### config.mk
export PLATFORM = sky130hd
export DESIGN_NAME = bit_packed_column_scan_flat
export DESIGN_NICKNAME = d
export VERILOG_FILES = /design/src/hw/rtl/bpcs_pkg.sv /design/src/hw/rtl/bpcs_ifs.sv /design/src/hw/rtl/bpcs_cfg.sv /design/src/hw/rtl/bpcs_window.sv /design/src/hw/rtl/bpcs_pred.sv /design/src/hw/rtl/bit_packed_column_scan.sv /design/src/flat_wrapper.sv
export VERILOG_INCLUDE_DIRS = /design/src /design/src/hw/rtl
export SDC_FILE = /design/constraint.sdc
export NUM_CORES = 1
export LEC_CHECK = 0
export ABC_AREA = 1
export BUFFER_PORTS_ARGS = -buffer_cell sky130_fd_sc_hd__buf_4
export CORE_MARGIN = 1.5
export CORE_UTILIZATION = 40
export CTS_BUF_LIST = sky130_fd_sc_hd__clkbuf_16
export DETAILED_ROUTE_END_ITERATION = 10
export GPL_TIMING_DRIVEN = 0
export HOLD_SLACK_MARGIN = 0.02
export SYNTH_ARGS = -nofsm -noshare
export SYNTH_HDL_FRONTEND = slang
export SYNTH_SLANG_ARGS = --single-unit
### constraint.sdc
create_clock -name clk -period 10.35 [get_ports clk]
set_input_delay 0.5175 -clock clk [delete_from_list [all_inputs] [get_ports clk]]
set_output_delay 0.5175 -clock clk [all_outputs]
set_load 0.05 [all_outputs]
### src/hw/rtl/assert_macros.svh
// Assertion helpers, clocked on clk and disabled while rst_n is low.
`ifndef ASSERT_MACROS_SVH
`define ASSERT_MACROS_SVH

`ifndef SYNTHESIS
`define BPCS_ASSERT(label, prop) \
  label: assert property (@(posedge clk) disable iff (!rst_n) (prop)) \
    else $error("bpcs assertion failed");
`define BPCS_ASSERT_NEVER(label, expr) \
  label: assert property (@(posedge clk) disable iff (!rst_n) !(expr)) \
    else $error("bpcs forbidden condition");
`else
`define BPCS_ASSERT(label, prop)
`define BPCS_ASSERT_NEVER(label, expr)
`endif

`endif

### src/hw/rtl/bpcs_pkg.sv
package bpcs_pkg;

  localparam int ENTRY_W_BITS  = 5;
  localparam int MODE_BITS     = 2;
  localparam int VAL_BITS      = 31;
  localparam int COUNT_BITS    = 32;
  localparam int APB_DATA_BITS = 32;
  localparam int APB_ADDR_BITS = 5;
  localparam int REG_IDX_BITS  = 3;

  localparam logic [ENTRY_W_BITS-1:0] ENTRY_WIDTH_RESET = 5'd8;

  typedef enum logic [REG_IDX_BITS-1:0] {
    REG_ENTRY_WIDTH  = 3'd0,
    REG_COMPARE_MODE = 3'd1,
    REG_LOW_VALUE    = 3'd2,
    REG_HIGH_VALUE   = 3'd3,
    REG_ENTRY_COUNT  = 3'd4
  } reg_idx_t;

  typedef enum logic [MODE_BITS-1:0] {
    CMP_EQ    = 2'd0,
    CMP_NE    = 2'd1,
    CMP_RANGE = 2'd2
  } cmp_mode_t;

  typedef enum logic {
    ST_IDLE,
    ST_SCAN
  } scan_state_t;

  typedef struct packed {
    logic [ENTRY_W_BITS-1:0] entry_width;
    logic [MODE_BITS-1:0]    compare_mode;
    logic [VAL_BITS-1:0]     low_value;
    logic [VAL_BITS-1:0]     high_value;
    logic [COUNT_BITS-1:0]   entry_count;
    logic                    restart;
  } cfg_t;

  typedef struct packed {
    logic load;
    logic step;
    logic clear;
  } win_ctrl_t;

endpackage

### src/hw/rtl/bpcs_ifs.sv
interface bpcs_word_if #(parameter int WORD_BITS = 32);
  logic                 valid;
  logic                 ready;
  logic [WORD_BITS-1:0] packed_word;

  modport source (output valid, output packed_word, input ready);
  modport sink (input valid, input packed_word, output ready);
endinterface

interface bpcs_result_if;
  logic        valid;
  logic        ready;
  logic        match;
  logic [31:0] entry_index;
  logic        last_entry;

  modport source (output valid, output match, output entry_index, output last_entry,
                  input ready);
  modport sink (input valid, input match, input entry_index, input last_entry,
                output ready);
endinterface

### src/hw/rtl/bpcs_cfg.sv
module bpcs_cfg import bpcs_pkg::*; (
  input  logic                     clk,
  input  logic                     rst_n,
  input  logic                     psel,
  input  logic                     penable,
  input  logic                     pwrite,
  input  logic [APB_ADDR_BITS-1:0] paddr,
  input  logic [APB_DATA_BITS-1:0] pwdata,
  output logic [APB_DATA_BITS-1:0] prdata,
  output logic                     pready,
  output cfg_t                     cfg
);

  logic [ENTRY_W_BITS-1:0] entry_width_r;
  logic [MODE_BITS-1:0]    compare_mode_r;
  logic [VAL_BITS-1:0]     low_value_r;
  logic [VAL_BITS-1:0]     high_value_r;
  logic [COUNT_BITS-1:0]   entry_count_r;
  logic                    wr;
  reg_idx_t                idx;

  assign pready = 1'b1;
  assign wr     = psel && penable && pwrite;
  assign idx    = reg_idx_t'(paddr[APB_ADDR_BITS-1:2]);

  always_ff @(posedge clk) begin
    if (!rst_n) begin
      entry_width_r  <= ENTRY_WIDTH_RESET;
      compare_mode_r <= '0;
      low_value_r    <= '0;
      high_value_r   <= '0;
      entry_count_r  <= '0;
    end else if (wr) begin
      case (idx)
        REG_ENTRY_WIDTH:  entry_width_r  <= pwdata[ENTRY_W_BITS-1:0];
        REG_COMPARE_MODE: compare_mode_r <= pwdata[MODE_BITS-1:0];
        REG_LOW_VALUE:    low_value_r    <= pwdata[VAL_BITS-1:0];
        REG_HIGH_VALUE:   high_value_r   <= pwdata[VAL_BITS-1:0];
        REG_ENTRY_COUNT:  entry_count_r  <= pwdata[COUNT_BITS-1:0];
        default: ;
      endcase
    end
  end

  always_comb begin
    case (idx)
      REG_ENTRY_WIDTH:  prdata = APB_DATA_BITS'(entry_width_r);
      REG_COMPARE_MODE: prdata = APB_DATA_BITS'(compare_mode_r);
      REG_LOW_VALUE:    prdata = APB_DATA_BITS'(low_value_r);
      REG_HIGH_VALUE:   prdata = APB_DATA_BITS'(high_value_r);
      REG_ENTRY_COUNT:  prdata = APB_DATA_BITS'(entry_count_r);
      default:          prdata = '0;
    endcase
  end

  assign cfg.entry_width  = entry_width_r;
  assign cfg.compare_mode = compare_mode_r;
  assign cfg.low_value    = low_value_r;
  assign cfg.high_value   = high_value_r;
  assign cfg.entry_count  = entry_count_r;
  // new width or count starts an aligned column
  assign cfg.restart      = wr && (idx == REG_ENTRY_WIDTH || idx == REG_ENTRY_COUNT);

endmodule

### src/hw/rtl/bpcs_window.sv
module bpcs_window import bpcs_pkg::*; #(
  parameter int WORD_BITS      = 32,
  parameter int MAX_ENTRY_BITS = 31
) (
  input  logic                      clk,
  input  logic                      rst_n,
  input  win_ctrl_t                 ctrl,
  input  logic [WORD_BITS-1:0]      word,
  input  logic [ENTRY_W_BITS-1:0]   width,
  output logic [MAX_ENTRY_BITS-1:0] entry,
  output logic                      has_entry
);

  localparam int WIN_BITS   = WORD_BITS + MAX_ENTRY_BITS - 1;
  localparam int AVAIL_BITS = $clog2(WIN_BITS + 1);

  logic [WIN_BITS-1:0]   win_r, win_nxt;
  logic [AVAIL_BITS-1:0] avail_r, avail_nxt;

  assign has_entry = avail_r >= AVAIL_BITS'(width);
  assign entry     = win_r[MAX_ENTRY_BITS-1:0] & ~({MAX_ENTRY_BITS{1'b1}} << width);

  always_comb begin
    win_nxt   = win_r;
    avail_nxt = avail_r;
    if (ctrl.clear) begin
      win_nxt   = '0;
      avail_nxt = '0;
    end else if (ctrl.load) begin
      // leftover bits stay low, the new word lands above them
      win_nxt   = win_r | (WIN_BITS'(word) << avail_r);
      avail_nxt = avail_r + AVAIL_BITS'(WORD_BITS);
    end else if (ctrl.step) begin
      win_nxt   = win_r >> width;
      avail_nxt = avail_r - AVAIL_BITS'(width);
    end
  end

  always_ff @(posedge clk) begin
    if (!rst_n) begin
      win_r   <= '0;
      avail_r <= '0;
    end else begin
      win_r   <= win_nxt;
      avail_r <= avail_nxt;
    end
  end

endmodule

### src/hw/rtl/bpcs_pred.sv
module bpcs_pred import bpcs_pkg::*; #(
  parameter int MAX_ENTRY_BITS = 31
) (
  input  logic [MAX_ENTRY_BITS-1:0] value,
  input  logic [MODE_BITS-1:0]      mode,
  input  logic [VAL_BITS-1:0]       low_value,
  input  logic [VAL_BITS-1:0]       high_value,
  output logic                      match
);

  logic [VAL_BITS-1:0] v;

  assign v = VAL_BITS'(value);

  always_comb begin
    case (mode)
      CMP_EQ:    match = (v == low_value);
      CMP_NE:    match = (v != low_value);
      CMP_RANGE: match = (v >= low_value) && (v <= high_value);
      default:   match = 1'b0;
    endcase
  end

endmodule

### src/hw/rtl/bit_packed_column_scan.sv
// Predicate scan over a bit-packed column of unsigned entries.
// in_ch carries 32-bit words of the column, LSB first; entries of
// entry_width bits are packed back to back and may straddle words.
// out_ch carries one transfer per complete entry: match, entry_index and
// last_entry, which flags entry number entry_count - 1.
// Registers are written over the APB port at byte address 4*i.
// A word is accepted in ST_IDLE; ST_SCAN then takes one entry per cycle
// through the shared window shifter while the result register is free,
// and returns to ST_IDLE once the word is exhausted, or when the entry
// that ends the column is emitted. in_ch.ready is high only between words.
// The first result of a word is emitted from ST_SCAN into the result register.
// The result register lets a word be accepted while the last result waits.
// When out_ch stalls, the scan holds until the result register drains.
// Reset (or a write of entry_width or entry_count) empties the bit buffer
// and the entry counter. Words arriving after the column is complete are
// taken and dropped.
`include "assert_macros.svh"

module bit_packed_column_scan import bpcs_pkg::*; #(
  parameter int WORD_BITS      = 32,
  parameter int MAX_ENTRY_BITS = 31
) (
  input  logic                     clk,
  input  logic                     rst_n,
  bpcs_word_if.sink                in_ch,
  bpcs_result_if.source            out_ch,
  input  logic                     psel,
  input  logic                     penable,
  input  logic                     pwrite,
  input  logic [APB_ADDR_BITS-1:0] paddr,
  input  logic [APB_DATA_BITS-1:0] pwdata,
  output logic [APB_DATA_BITS-1:0] prdata,
  output logic                     pready
);

  cfg_t                      cfg;
  win_ctrl_t                 ctrl;
  scan_state_t               state_r, state_nxt;
  logic [ENTRY_W_BITS-1:0]   eff_w;
  logic [MAX_ENTRY_BITS-1:0] entry;
  logic                      has_entry;
  logic                      match;
  logic                      emit;
  logic                      last_hit;
  logic                      slot_free;
  logic [COUNT_BITS-1:0]     done_r, done_nxt;
  logic                      out_valid_r, out_valid_nxt;
  logic                      out_match_r;
  logic [COUNT_BITS-1:0]     out_index_r;
  logic                      out_last_r;

  bpcs_cfg u_cfg (
    .clk     (clk),
    .rst_n   (rst_n),
    .psel    (psel),
    .penable (penable),
    .pwrite  (pwrite),
    .paddr   (paddr),
    .pwdata  (pwdata),
    .prdata  (prdata),
    .pready  (pready),
    .cfg     (cfg)
  );

  bpcs_window #(
    .WORD_BITS      (WORD_BITS),
    .MAX_ENTRY_BITS (MAX_ENTRY_BITS)
  ) u_window (
    .clk       (clk),
    .rst_n     (rst_n),
    .ctrl      (ctrl),
    .word      (in_ch.packed_word),
    .width     (eff_w),
    .entry     (entry),
    .has_entry (has_entry)
  );

  bpcs_pred #(
    .MAX_ENTRY_BITS (MAX_ENTRY_BITS)
  ) u_pred (
    .value      (entry),
    .mode       (cfg.compare_mode),
    .low_value  (cfg.low_value),
    .high_value (cfg.high_value),
    .match      (match)
  );

  always_comb begin
    if (cfg.entry_width == '0) begin
      eff_w = ENTRY_W_BITS'(1);
    end else if (cfg.entry_width > ENTRY_W_BITS'(MAX_ENTRY_BITS)) begin
      eff_w = ENTRY_W_BITS'(MAX_ENTRY_BITS);
    end else begin
      eff_w = cfg.entry_width;
    end
  end

  assign last_hit    = (done_r + COUNT_BITS'(1)) == cfg.entry_count;
  assign slot_free   = !out_valid_r || out_ch.ready;
  assign in_ch.ready = (state_r == ST_IDLE);

  always_comb begin
    state_nxt = state_r;
    ctrl      = '0;
    emit      = 1'b0;
    case (state_r)
      ST_IDLE: begin
        if (in_ch.valid) begin
          if (done_r == cfg.entry_count) begin
            ctrl.clear = 1'b1;
          end else begin
            ctrl.load = 1'b1;
            state_nxt = ST_SCAN;
          end
        end
      end
      ST_SCAN: begin
        if (!has_entry) begin
          state_nxt = ST_IDLE;
        end else if (slot_free) begin
          emit      = 1'b1;
          ctrl.step = 1'b1;
          if (last_hit) begin
            // padding after the final entry is dropped
            ctrl.clear = 1'b1;
            state_nxt  = ST_IDLE;
          end
        end
      end
      default: state_nxt = ST_IDLE;
    endcase
    if (cfg.restart) begin
      ctrl.clear = 1'b1;
    end
  end

  always_comb begin
    done_nxt = done_r;
    if (cfg.restart) begin
      done_nxt = '0;
    end else if (emit) begin
      done_nxt = done_r + COUNT_BITS'(1);
    end
    out_valid_nxt = out_valid_r;
    if (emit) begin
      out_valid_nxt = 1'b1;
    end else if (out_ch.ready) begin
      out_valid_nxt = 1'b0;
    end
  end

  always_ff @(posedge clk) begin
    if (!rst_n) begin
      state_r     <= ST_IDLE;
      done_r      <= '0;
      out_valid_r <= 1'b0;
    end else begin
      state_r     <= state_nxt;
      done_r      <= done_nxt;
      out_valid_r <= out_valid_nxt;
    end
  end

  always_ff @(posedge clk) begin
    if (emit) begin
      out_match_r <= match;
      out_index_r <= done_r;
      out_last_r  <= last_hit;
    end
  end

  assign out_ch.valid       = out_valid_r;
  assign out_ch.match       = out_match_r;
  assign out_ch.entry_index = out_index_r;
  assign out_ch.last_entry  = out_last_r;

  // results are only produced by the scan sequencer
  `BPCS_ASSERT(a_emit_from_scan, $rose(out_valid_r) |-> $past(state_r == ST_SCAN))
  // between words the buffer never holds a whole entry
  `BPCS_ASSERT_NEVER(a_idle_no_entry, state_r == ST_IDLE && has_entry)
  // a completed column leaves nothing buffered
  `BPCS_ASSERT(a_last_clears, (emit && last_hit && !cfg.restart) |=> !has_entry)

endmodule
### src/flat_wrapper.sv
// flat-port wrapper written by rule: the top's interface ports become plain ports
module bit_packed_column_scan_flat import bpcs_pkg::*;
#(
  parameter int WORD_BITS      = 32,
  parameter int MAX_ENTRY_BITS = 31
)
  (clk, rst_n, psel, penable, pwrite, paddr, pwdata, prdata, pready, in_ch_valid, in_ch_packed_word, in_ch_ready, out_ch_valid, out_ch_match, out_ch_entry_index, out_ch_last_entry, out_ch_ready);
  bpcs_word_if #(.WORD_BITS(WORD_BITS)) in_ch_i ();
  bpcs_result_if out_ch_i ();
  input  logic clk;
  input  logic rst_n;
  input  logic psel;
  input  logic penable;
  input  logic pwrite;
  input  logic [APB_ADDR_BITS-1:0] paddr;
  input  logic [APB_DATA_BITS-1:0] pwdata;
  output logic [APB_DATA_BITS-1:0] prdata;
  output logic pready;
  input wire logic [$bits(in_ch_i.valid)-1:0] in_ch_valid;
  input wire logic [$bits(in_ch_i.packed_word)-1:0] in_ch_packed_word;
  output wire logic [$bits(in_ch_i.ready)-1:0] in_ch_ready;
  output wire logic [$bits(out_ch_i.valid)-1:0] out_ch_valid;
  output wire logic [$bits(out_ch_i.match)-1:0] out_ch_match;
  output wire logic [$bits(out_ch_i.entry_index)-1:0] out_ch_entry_index;
  output wire logic [$bits(out_ch_i.last_entry)-1:0] out_ch_last_entry;
  input wire logic [$bits(out_ch_i.ready)-1:0] out_ch_ready;
  assign in_ch_i.valid = in_ch_valid;
  assign in_ch_i.packed_word = in_ch_packed_word;
  assign in_ch_ready = in_ch_i.ready;
  assign out_ch_valid = out_ch_i.valid;
  assign out_ch_match = out_ch_i.match;
  assign out_ch_entry_index = out_ch_i.entry_index;
  assign out_ch_last_entry = out_ch_i.last_entry;
  assign out_ch_i.ready = out_ch_ready;
  bit_packed_column_scan #(.WORD_BITS(WORD_BITS), .MAX_ENTRY_BITS(MAX_ENTRY_BITS)) u_core (.clk(clk), .rst_n(rst_n), .in_ch(in_ch_i), .out_ch(out_ch_i), .psel(psel), .penable(penable), .pwrite(pwrite), .paddr(paddr), .pwdata(pwdata), .prdata(prdata), .pready(pready));
endmodule
== Word level (Yosys, flattened, before mapping) ==
Cells that the tools add are included.
W data, S select, Z words.
Word-level totals
  register bits after elaboration: 237
  input bits: 76
  output and inout port bits: 69
  logic and storage cells: 85
Cells by class
  add/subtract/negate cells: 3
  order comparisons: 4
  equality and inequality tests: 10
  shifts and indexed selects: 3
  mux-type cells: 28
  bitwise operators: 5
  reduce and logical (&&, ||, !) cells: 19
Operators by type and width (count)
  $pmux W32 S5: 1
  $mux W62: 2
  $eq A32 B32 Y1: 2
  $or A62 B62 Y62: 1
  $shl A32 B6 Y62: 1
  $shr A62 B5 Y62: 1
  $add A32 B1 Y32 const B: 1
  $and A31 B31 Y31: 1
  $eq A31 B31 Y1: 1
  $ge A31 B31 Y1: 1
  $le A31 B31 Y1: 1
  $ne A31 B31 Y1: 1
  $not A31 Y31: 1
  $shl A31 B5 Y31 const A: 1
  $mux W1: 16
  $mux W6: 2
  $mux W5: 2
  $reduce_and A2 Y1: 5
  $add A6 B6 Y6 const B: 1
  $eq A3 B2 Y1 const B: 2
  $ge A6 B5 Y1: 1
  $sub A6 B5 Y6: 1
  $gt A5 B5 Y1 const B: 1
  $logic_not A5 Y1: 1
  15 further kinds: 24

== Logic depth before layout (Yosys ltp) ==
  depth after elaboration: 9
  gate-level depth with buffers: 24
  mapped depth without buffers: 19

== Modules after synthesis ==
A second synthesis with hierarchy kept.
Unflattened totals
  cells, all modules: 3402
  area total of the unflattened synthesis: 20248.2 µm²
By module, submodules not included
  bpcs_window: times used 1, cells each 1750, area each 9320.2 µm², sequential area each 1361.3 µm²
  bpcs_cfg: times used 1, cells each 761, area each 4844.6 µm², sequential area each 2021.9 µm²
  bit_packed_column_scan: times used 1, cells each 565, area each 4150.2 µm², sequential area each 1701.6 µm²
  bpcs_pred: times used 1, cells each 326, area each 1933.1 µm², sequential area each 0.0 µm²

== Least setup slack after synthesis ==
Ideal clock, no wire load.
  path kind: register to register
  start: reg u_core.u_cfg.entry_width_r[2]
  end: reg u_core.out_index_r[0], in the netlist u_core.out_ch.entry_index[0] (enable)
  library setup time: 0.411 ns
  data arrival time: 3.611 ns
  path slack: 6.327 ns
  cell stages (with the launch flop): 19
  buffers on the path: 6
  clock period less this slack: 4.023 ns
  path through: dfxtp_1 > buf_2 > nor2_4 > nand2_1 > nand2_1 > buf_2 > buf_2 > buf_2 > ha_1 > inv_1 > fa_1 > nand3_1 > nand2_1 > nand2_1 > o2111ai_1 > nand2_1 > nor2_2 > clkbuf_1 > buf_1
On the way
  longest elaborated chain between the ends: 6
Ends and longest elaborated chain
  start, declared: RTL line bpcs_cfg.sv:14  | logic [ENTRY_W_BITS-1:0] entry_width_r;
  start signal, assigned: RTL line bpcs_cfg.sv:35  | REG_ENTRY_WIDTH: entry_width_r <= pwdata[ENTRY_W_BITS-1:0];
  $gt A5 B5 Y1: RTL line bit_packed_column_scan.sv:91  | end else if (cfg.entry_width > ENTRY_W_BITS'(MAX_ENTRY_BITS)) begin
  $mux W5: RTL line bit_packed_column_scan.sv:91
  $mux W5 *: RTL line bit_packed_column_scan.sv:89  | if (cfg.entry_width == '0) begin
  $ge A6 B5 Y1 *: RTL line bpcs_window.sv:20  | assign has_entry = avail_r >= AVAIL_BITS'(width);
  $mux W1 *: RTL line bit_packed_column_scan.sv:118  | if (!has_entry) begin
  $mux W1 *: RTL line bit_packed_column_scan.sv:106  | case (state_r)
  named net u_core.emit: RTL line bit_packed_column_scan.sv:43  | logic emit;
  end signal, assigned: RTL line bit_packed_column_scan.sv:167  | out_index_r <= done_r;
  end, declared: RTL line bit_packed_column_scan.sv:49  | logic [COUNT_BITS-1:0] out_index_r;
The timed path passes the listed nets; every way through them passes the cells marked *.
A chain may end at the register's enable or synchronous reset.

== Worst setup path in the final report ==
  start: reg u_core.u_cfg.entry_width_r[3]
  end: reg u_core.u_window.win_r[6]
On the way
  longest elaborated chain between the ends: 8
Ends and longest elaborated chain
  $gt A5 B5 Y1: RTL line bit_packed_column_scan.sv:91
  $mux W5: RTL line bit_packed_column_scan.sv:91
  $mux W5 *: RTL line bit_packed_column_scan.sv:89
  $ge A6 B5 Y1: RTL line bpcs_window.sv:20
  $mux W2: RTL line bit_packed_column_scan.sv:118
  $pmux W1 S2: RTL line bit_packed_column_scan.sv:106
  $mux W1: RTL line bit_packed_column_scan.sv:132  | if (cfg.restart) begin
  $reduce_or A2 Y1 (no source line)
  end signal, assigned: RTL line bpcs_window.sv:44  | win_r <= win_nxt;
  end, declared: RTL line bpcs_window.sv:17  | logic [WIN_BITS-1:0] win_r, win_nxt;
Mark *: on every way between the ends. The rest lies on a longest branch, timed or not. The select of a mux whose other input is x is not followed.

==> impl_metrics.yaml <==
floorplanning:
  start_util: 0.408
  dieArea_mm2: 0.0478
  fp-row-count: 78
  die-height_um: 219
  ioPinCount: 145
  core_mm2: 0.0457
  dieWidth_um: 219
layout:
  nFillCells: 5007
  final_cell_area_mm2: 0.0215
  mostFrequentLayoutCells: "873 x nand2_1, 350 x nand3_1, 345 x o21ai_0"
  num-nets-final: 3431
  area_growth_syn_to_layout_pct: 15.2
  drive_above_1_share: 0.0813
  layout_commonest_cell: "nand2_1"
  utilization: 0.470
  diodes: 0
power_and_ir_drop:
  worst_ir_drop_vdd_mv: 0.198
  p_leak_uw: 0.00928
  finalPower_uw: 3960
  cellPowerDensity_mw_per_mm2: 185
worst_setup_path:
  end_kind: "flip-flop"
  crit_arrival_ps: 6580
  crit_slowest_cell: "clkbuf_1"
  path_class: "reg2reg"
  reg2reg_to: "u_core.u_window.win_r[6]"
  crit_fanout: 10
  reg2reg_from: "u_core.u_cfg.entry_width_r[3]"
  rrSetupSlack_ps: 4240
  slowest_delay_ps: 980
  start_kind: "flip-flop"
  worstPathCellList: "inv_1, clkbuf_1, clkbuf_1, ha_1, nand3_1, nand2_1, nand2_1, o2111ai_1, nand2_1, nor2_2, clkbuf_1, clkbuf_1, nand3_1, nand2_1, nor2_1"
  reg2reg_depth: 15
  cp.required_ps: 10820
global_route:
  grt_pass1_vias: 21700
  grt_start_max_net_pins: 44
  grt_pass1_wl_um: 138000
  grt_remaining_overflow: 0
  grtUsageTotal: 0.392
  grt_antenna_before_repair: 0
yosys:
  syn-num-nets: 3259
  ys_async_sr_fraction: 0
  syn-cell-area_mm2: 0.0186
  synth_top_area_share: 0.218
  yosysSeqAreaShare: 0.273
  synthFlopType: "dfxtp_1"
  synth_top_cell_by_area: "dfxtp_1"
  ys_ff_latch: 237
  yosysUniqueCellTypes: 49
  synth_enable_flop_cells: 34
  synthCells: 3114
  synth_area_per_cell_um2: 5.98
  yosysWarnings: 0
  synthTopCellsByArea: "dfxtp_1 22%, nand2_1 18%, nand3_1 9.4%"
timing:
  max_slew.worst_pin.slew_ps: 1250
  slew_violations: 0
  rsz0062_at_grt: "no"
  fin_worst_skew_ps: 19.6
  max_freq_mhz: 164
  hold_slack_ps: 206
  period_share: 0.591
  setup_viol: 0
  slew_headroom: 0.169
  setup_tns_ps: 0
  hold_viol_final: 0
  fin_crit_ps: 6110
clocking:
  cts_tree: "built"
  htreeDepth: 1
  cts_made_buffers: 29
  cts.sinks: 237
  cts_resized: 0
  clockRootBuffer: "clkbuf_16"
  insertion_delay_ps: 590
  ctsHoldBuffers: 0
  cts.path.max_buffers: 3
  post_cts_buffers: 0
  clk_pin_slew_worst_paths_ps: 70
placement:
  place_area_mm2: 0.0204
  port_buffers: 141
  place_congestion: 1.09
  hpwl_um: 76100
routing:
  routed_wl_um: 95900
  vias_per_cell: 5.89
  first_pass_iters: 9
  vias: 23000
  drt_drc_violations_left: 0
  drt_iter0_markers: 2627
  wire_per_inst_um: 24.5
  ant_nets: 0
run_status:
  status: "finished, final reports clean"
min_path:
  worstHoldEndpoint: "u_core.u_cfg.entry_count_r[17]"
  whs_path_depth: 3
  hp-start: "pwdata[17]"
  hold_path.class: "in2reg"
run:
  drv_cap: 0
-- sequential cells by signal, indices dropped and copies added (netlist names) --
name                         flops
u_core.done_r                   32
u_core.out_ch.entry_index       32
u_core.out_ch.last_entry         1
u_core.out_ch.match              1
u_core.out_ch.valid              1
u_core.state_r                   1
u_core.u_cfg.compare_mode_r      2
u_core.u_cfg.entry_count_r      32
u_core.u_cfg.entry_width_r       5
u_core.u_cfg.high_value_r       31
u_core.u_cfg.low_value_r        31
u_core.u_window.avail_r          6
u_core.u_window.win_r           62
-- synth_stat cells, types with 5 or more instances --
cell,instances
nand3_1,350
inv_1,295
clkbuf_1,118
a21oi_1,199
ha_1,68
nor3_1,26
a211oi_1,9
o211ai_1,15
nand2_1,873
buf_2,22
clkinv_1,8
o221ai_1,29
or2_2,31
dfxtp_1,203
o21a_1,5
nor2_2,7
and2_1,12
o22ai_1,9
nor2_1,285
nand4_1,30
edfxtp_1,34
xnor2_1,12
nor4_1,7
buf_1,27
a31oi_1,8
mux2i_1,9
o21ai_1,5
o21ai_0,345
xor2_1,31
-- final cells by class --
type / count / area [µm²] / share of cell area
Buffer: 172 / 704 / 0.0328
Clock buffer: 29 / 726 / 0.0338
Clock inverter: 25 / 300 / 0.0140
Inverter: 307 / 1150 / 0.0537
Multi-Input combinational cell: 2398 / 11700 / 0.544
Sequential cell: 237 / 5080 / 0.237
Tap cell: 600 / 751 / 0.0350
Timing Repair Buffer: 141 / 1060 / 0.0493
-- where the power goes --
group | switching, µW | internal, µW
sequential | 91.8 | 1050
combinational | 1230 | 472
clock | 471 | 646
total | 1790 | 2170
-- layer usage --
metal	up-vias	global-route usage	routed length [µm]
met5	-	0	0
li1	10700	-	-
met4	0	0.278	7750
met1	10800	0.477	37600
met2	1284	0.634	42700
met3	313	0.0553	7780
-- stage by stage --
step	cells	setup WS (ps)
finish	3909	4240
global route	3909	4390
CTS	3909	4920
detailed placement	3855	4960
global placement	3855	4230
floorplan	3114	6330
-- worst max-delay path: cells and delay by family (launching register included) --
| family | cells | cell delay [ps] |
|---|---|---|
| AOI/OAI and AO/OA | 1 | 100 |
| and+or+nand+nor | 8 | 1750 |
| buffers and inverters | 5 | 3420 |
| DFF | 1 | 390 |
| adders and majority gates | 1 | 320 |
-- logic make-up after synthesis --
logic type                 Yosys count  synth area share
adders and majority gates           69            0.0468
muxes                                9           0.00484
buffers and inverters              479            0.0997
DFF                                237             0.273
xor gates and xnor gates            43            0.0202
and+or+nand+nor                   1640             0.371
other                                1          0.000201
AOI/OAI and AO/OA                  636             0.184
-- worst max-delay path by stage --
stage                                          to  slack [ps]                          start
global route             u_core.u_window.win_r[6]        4390  u_core.u_cfg.entry_width_r[3]
floorplan            u_core.out_ch.entry_index[0]        6330  u_core.u_cfg.entry_width_r[2]
global placement    u_core.out_ch.entry_index[22]        4230  u_core.u_cfg.entry_width_r[3]
finish                   u_core.u_window.win_r[6]        4240  u_core.u_cfg.entry_width_r[3]
CTS                      u_core.u_window.win_r[6]        4920  u_core.u_cfg.entry_width_r[3]
detailed placement       u_core.u_window.win_r[6]        4960  u_core.u_cfg.entry_width_r[3]
No activity file was read; power rests on OpenSTA's default activity.
